### src/vbmm_pkg.sv
// Package for the brick min/max block: types, constants, state encoding.
// No dependencies.
`default_nettype none
package vbmm_pkg;
  localparam int MAX_BRICKS  = 4096;
  localparam int BRICK_BITS  = $clog2(MAX_BRICKS);
  localparam int DIV_BITS    = 30;

  localparam logic [1:0] ST_OK       = 2'd0;
  localparam logic [1:0] ST_OUTSIDE  = 2'd1;
  localparam logic [1:0] ST_BEYOND   = 2'd2;

  localparam logic [1:0] REG_DIM_X  = 2'd0;
  localparam logic [1:0] REG_DIM_Y  = 2'd1;
  localparam logic [1:0] REG_DIM_Z  = 2'd2;
  localparam logic [1:0] REG_BRICK  = 2'd3;

  typedef struct packed {
    logic              req_type;
    logic [29:0]       voxel_index;
    logic signed [31:0] sample_value;
    logic [11:0]       read_brick;
  } in_item_t;

  typedef struct packed {
    logic [1:0]         status;
    logic [11:0]        brick_number;
    logic signed [31:0] brick_min;
    logic signed [31:0] brick_max;
    logic               brick_seen;
  } out_item_t;

  // datapath operations issued by the controller
  typedef enum logic [3:0] {
    OP_NONE, OP_LOAD, OP_VOLCHK, OP_DIV_X, OP_DIV_Y, OP_DIV_BX, OP_DIV_BY,
    OP_DIV_BZ, OP_DIV_NX, OP_DIV_NY, OP_SUM, OP_RD, OP_WR, OP_OUT
  } op_t;

  typedef struct packed {
    op_t  op;
    logic div_start;
  } cmd_t;

  typedef struct packed {
    logic div_done;
    logic is_read;
    logic outside;
    logic clearing;
  } sts_t;

  typedef enum logic [3:0] {
    S_IDLE, S_VOL, S_DX, S_DY, S_BX, S_BY, S_BZ, S_NX, S_NY, S_SUM,
    S_RD, S_WR, S_OUT
  } state_t;
endpackage
`default_nettype wire

### src/vbmm_ctrl.sv
// Controller FSM sequencing the datapath through each request.
// Uses vbmm_pkg.
`default_nettype none
module vbmm_ctrl (
  input  wire logic           clk,
  input  wire logic           rst_n,
  input  wire logic           start,
  output logic                busy,
  input  wire vbmm_pkg::sts_t sts,
  output vbmm_pkg::cmd_t      cmd
);
  vbmm_pkg::state_t st_r, st_nxt;
  logic kick_r, kick_nxt;

  always_ff @(posedge clk) begin
    if (!rst_n) begin
      st_r <= vbmm_pkg::S_IDLE; kick_r <= 1'b0;
    end else begin
      st_r <= st_nxt; kick_r <= kick_nxt;
    end
  end

  always_comb begin
    st_nxt = st_r; kick_nxt = 1'b0;
    cmd.op = vbmm_pkg::OP_NONE; cmd.div_start = kick_r;
    unique case (st_r)
      vbmm_pkg::S_IDLE: if (start && !sts.clearing) begin
        cmd.op = vbmm_pkg::OP_LOAD; st_nxt = vbmm_pkg::S_VOL;
      end
      vbmm_pkg::S_VOL: begin
        cmd.op = vbmm_pkg::OP_VOLCHK;
        if (sts.is_read) st_nxt = vbmm_pkg::S_RD;
        else begin st_nxt = vbmm_pkg::S_DX; kick_nxt = 1'b1; end
      end
      vbmm_pkg::S_DX: begin
        cmd.op = vbmm_pkg::OP_DIV_X;
        if (sts.outside) st_nxt = vbmm_pkg::S_OUT;
        else if (sts.div_done) begin st_nxt = vbmm_pkg::S_DY; kick_nxt = 1'b1; end
      end
      vbmm_pkg::S_DY: begin
        cmd.op = vbmm_pkg::OP_DIV_Y;
        if (sts.div_done) begin st_nxt = vbmm_pkg::S_BX; kick_nxt = 1'b1; end
      end
      vbmm_pkg::S_BX: begin
        cmd.op = vbmm_pkg::OP_DIV_BX;
        if (sts.div_done) begin st_nxt = vbmm_pkg::S_BY; kick_nxt = 1'b1; end
      end
      vbmm_pkg::S_BY: begin
        cmd.op = vbmm_pkg::OP_DIV_BY;
        if (sts.div_done) begin st_nxt = vbmm_pkg::S_BZ; kick_nxt = 1'b1; end
      end
      vbmm_pkg::S_BZ: begin
        cmd.op = vbmm_pkg::OP_DIV_BZ;
        if (sts.div_done) begin st_nxt = vbmm_pkg::S_NX; kick_nxt = 1'b1; end
      end
      vbmm_pkg::S_NX: begin
        cmd.op = vbmm_pkg::OP_DIV_NX;
        if (sts.div_done) begin st_nxt = vbmm_pkg::S_NY; kick_nxt = 1'b1; end
      end
      vbmm_pkg::S_NY: begin
        cmd.op = vbmm_pkg::OP_DIV_NY;
        if (sts.div_done) st_nxt = vbmm_pkg::S_SUM;
      end
      vbmm_pkg::S_SUM: begin cmd.op = vbmm_pkg::OP_SUM; st_nxt = vbmm_pkg::S_RD; end
      vbmm_pkg::S_RD:  begin cmd.op = vbmm_pkg::OP_RD;  st_nxt = vbmm_pkg::S_WR; end
      vbmm_pkg::S_WR:  begin cmd.op = vbmm_pkg::OP_WR;  st_nxt = vbmm_pkg::S_OUT; end
      vbmm_pkg::S_OUT: begin cmd.op = vbmm_pkg::OP_OUT; st_nxt = vbmm_pkg::S_IDLE; end
      default: st_nxt = vbmm_pkg::S_IDLE;
    endcase
  end

  assign busy = (st_r != vbmm_pkg::S_IDLE) || sts.clearing;
endmodule
`default_nettype wire

### config.mk
export PLATFORM = sky130hd
export DESIGN_NAME = vbmm_ctrl
export DESIGN_NICKNAME = d
export VERILOG_FILES = /design/src/vbmm_pkg.sv /design/src/vbmm_ctrl.sv
export SDC_FILE = /design/constraint.sdc
export NUM_CORES = 1
export LEC_CHECK = 0
export BUFFER_PORTS_ARGS = -buffer_cell sky130_fd_sc_hd__buf_4
export CAP_MARGIN = 25
export CORE_AREA = 2 2 39 41
export CTS_CLUSTER_DIAMETER = 120
export CTS_CLUSTER_SIZE = 14
export DETAILED_ROUTE_END_ITERATION = 8
export DIE_AREA = 0 0 41 43
export SLEW_MARGIN = 15
export SYNTH_ARGS = -nofsm -noshare
export SYNTH_HDL_FRONTEND = slang
export SYNTH_SLANG_ARGS = --single-unit
### constraint.sdc
create_clock -name clk -period 2.1 [get_ports clk]
set_input_delay 0.315 -clock clk [delete_from_list [all_inputs] [get_ports clk]]
set_output_delay 0.315 -clock clk [all_outputs]
set_load 0.02 [all_outputs]
==> flow_summary_export.csv <==
group,metric,value,unit
place,dp_hpwl,775,um
setup_path,startpoint_type,"register",
outcome,status,"complete, no violations",
layout,nets,84,
sta,fin_crit_sh,0.8687,
sta,setup_violations,0,
clocking,cts_root_buffer,"clkbuf_4",
power,p_int,0.3973,mW
layout,area_delta_synth_final,19.13,%
logic_synthesis,synth.cell_area,516.7,um^2
logic_synthesis,ys.flop_type,"dfxtp_1",
setup_path,slowest_delay,0.69,ns
run,drv_cap,0,
route,drt_iter0_markers,12,
power,p_leak,0.2501,nW
logic_synthesis,synth_top_area_share,0.1937,
sta,tightest_slew,0.5910,ns
setup_path,cp.arrival,1.51,ns
worst_hold_path,hold_start,"rst_n",
logic_synthesis,synthTopCellsByCount,"nand2_1, dfxtp_1, nor2_1",
clocking,htreeDepth,1,
clocking,cts.clk_slew.worst_paths,0.05,ns
clocking,hold_buffers,0,
setup_path,cp_max_fo,16,
sta,timing.hold.ws,0.3540,ns
setup_path,worstPathRequired,1.78,ns
power,clockPowerShare,0.154,
layout,drive_above_1_share,0.3816,
clocking,cts_tree,"done",
power,powerDensity,1206,nW/um^2
clocking,numCtsBuffers,3,
setup_path,critPathTopFamily,"flip-flops",
place,gp_congestion,0.7391,
setup_path,critPathSlowestCell,"dfxtp_1",
logic_synthesis,synth_edf_count,0,
sta,rsz0062_at_grt,"false",
logic_synthesis,synth_top_cell_by_area,"dfxtp_1",
logic_synthesis,ys_seq_elements,5,
clocking,clk_latency,0.24,ns
floorplan,num_rows,14,
global_routing,antenna_found_initial,0,
worst_hold_path,min_path_type,"in2reg",
clocking,cts_resized,0,
setup_path,setup.worst_path.class,"reg2out",
route,antenna_left,0,
power,pwr-share-seq,0.282,
logic_synthesis,syn_inst,65,
sta,fmax,548.2,MHz
floorplan,fp.coreArea,1384,um^2
sta,fin_crit,1.824,ns
power,vdd_drop_max,0.5235,mV
sta,relSlewSlack,0.6054,
logic_synthesis,yosys_warnings,0,
logic_synthesis,ys_seq_area_frac,0.1937,
floorplan,dieArea,1763,um^2
global_routing,grt_usage,0.1467,
global_routing,grt_remaining_overflow,0,
worst_hold_path,holdPathStages,3,
route,routedWlPerCell,11.51,um
clocking,clock-sinks,5,
setup_path,end_kind,"primary output",
logic_synthesis,syn_nets,72,
route,vias_per_cell,5.152,
floorplan,io_pins,13,
layout,nFillCells,145,
logic_synthesis,synth_most_common_cell,"nand2_1",
global_routing,grt_pass1_wl,1759,um
power,power_frac_comb,0.565,
layout,final_core_util,0.4448,
logic_synthesis,async_flop_share,0,
route,totalWireLength,1059,um
sta,fin_skew,0.001360,ns
setup_path,path_depth,3,
floorplan,die_w,41,um
global_routing,grt_pass1_vias,428,
logic_synthesis,yosys-top-cells-area,"dfxtp_1, nand2_1, a21oi_2",
power,power.switching,0.3452,mW
logic_synthesis,syn_avg_cell_area,7.950,um^2
sta,hold_viol,0,
floorplan,initial_core_util,0.3734,
clocking,cts.path.max_buffers,2,
global_routing,grt_max_degree,17,
setup_path,cp_cell_sequence,"nand2_1, o21ai_0, buf_4",
setup_path,crit_start,"st_r[1]",
route,dr.pass1.iters,4,
floorplan,fp.dieH,43,um
sta,drv_slew,0,
setup_path,r2r-start,"st_r[0]",
layout,design_area,615.6,um^2
setup_path,crit_buf_inv,1,
route,drc_errors,0,
logic_synthesis,synth.distinct_cells,33,
sta,fin_tns_setup,0,ns
power,switching_share,0.4649,
layout,n_antenna_cell,0,
setup_path,reg2reg_depth,4,
place,place_area,589.3,um^2
place,io_buffer_count,12,
route,vias,474,
clocking,post-cts-setup-buffer-count,0,
power groups by stage:
stage / Combinational, mW / Clock (mW) / Sequential (mW)
global route: 0.459 / 0.122 / 0.220
floorplan: 0.388 / 0 / 0.144
global placement: 0.418 / 0 / 0.208
CTS: 0.424 / 0.114 / 0.206
finish: 0.419 / 0.114 / 0.209
detailed placement: 0.421 / 0 / 0.208
worst paths after layout:
check / endpoint / slack, ns
setup / recovery: cmd[3] / 0.28
setup reg to reg: st_r[2] / 0.55
hold reg to reg: st_r[0] / 0.69
hold / removal: st_r[0] / 0.35
sequential cells by signal, indices dropped and copies added (netlist names):
signal	count
kick_r	1
st_r	4
kinds of logic after synthesis:
kind of cell,count (synthesis),share of synthesized area
xor gates and xnor gates,1,0.01695
DFF,5,0.1937
and+or+nand+nor,26,0.3027
muxes,2,0.03874
buffers and inverters,10,0.1235
AOI/OAI and AO/OA,21,0.3245
worst min-delay path, stage by stage:
cell and delay [ns]:
buf_4 0.12, nand2_1 0.05, mux2i_1 0.06
stage by stage:
stage | setup WS [ns] | instances | power, mW
floorplan | 0.6721 | 65 | 0.5313
global placement | 0.5815 | 88 | 0.6263
detailed placement | 0.5620 | 88 | 0.6294
CTS | 0.2893 | 92 | 0.7438
global route | 0.08296 | 92 | 0.7998
finish | 0.2757 | 92 | 0.7425
final cells by class:
| cell class | count | area [um^2] | area share |
|---|---|---|---|
| multi-input combinational | 50 | 352.8 | 0.5732 |
| timing repair buffer | 14 | 105.1 | 0.1707 |
| sequential | 5 | 100.1 | 0.1626 |
| clock buffer | 4 | 26.28 | 0.04268 |
| tap | 16 | 20.02 | 0.03252 |
| inverter | 3 | 11.26 | 0.01829 |
layout by cell type (no fill, tap or decap), drive strengths merged:
cell type | Yosys | final
nand3 | 2 | 2
o311ai | 1 | 1
nor4 | 1 | 1
nor3 | 3 | 3
a221oi | 1 | 1
mux2i | 2 | 2
buf | 6 | 14
nand2 | 8 | 8
nand3b | 1 | 1
xnor2 | 1 | 1
nand2b | 4 | 4
a32oi | 1 | 1
and4b | 1 | 1
o21ai | 6 | 6
o21bai | 1 | 1
nor3b | 1 | 1
nor2 | 5 | 5
a21oi | 6 | 6
a21o | 1 | 1
o211ai | 1 | 1
o22ai | 1 | 1
dfxtp | 5 | 5
inv | 3 | 3
clkbuf | 1 | 4
a22o | 1 | 1
o31ai | 1 | 1
layer usage:
layer | wire [um] | GRT usage | up-vias
met5 | 0 | 0 | -
met1 | 501 | 0.1677 | 204
met3 | 57 | 0.03141 | 2
li1 | - | - | 255
met4 | 13 | 0.08000 | 0
met2 | 488 | 0.2375 | 13
Note: power is estimated with default switching activity, not from simulation.
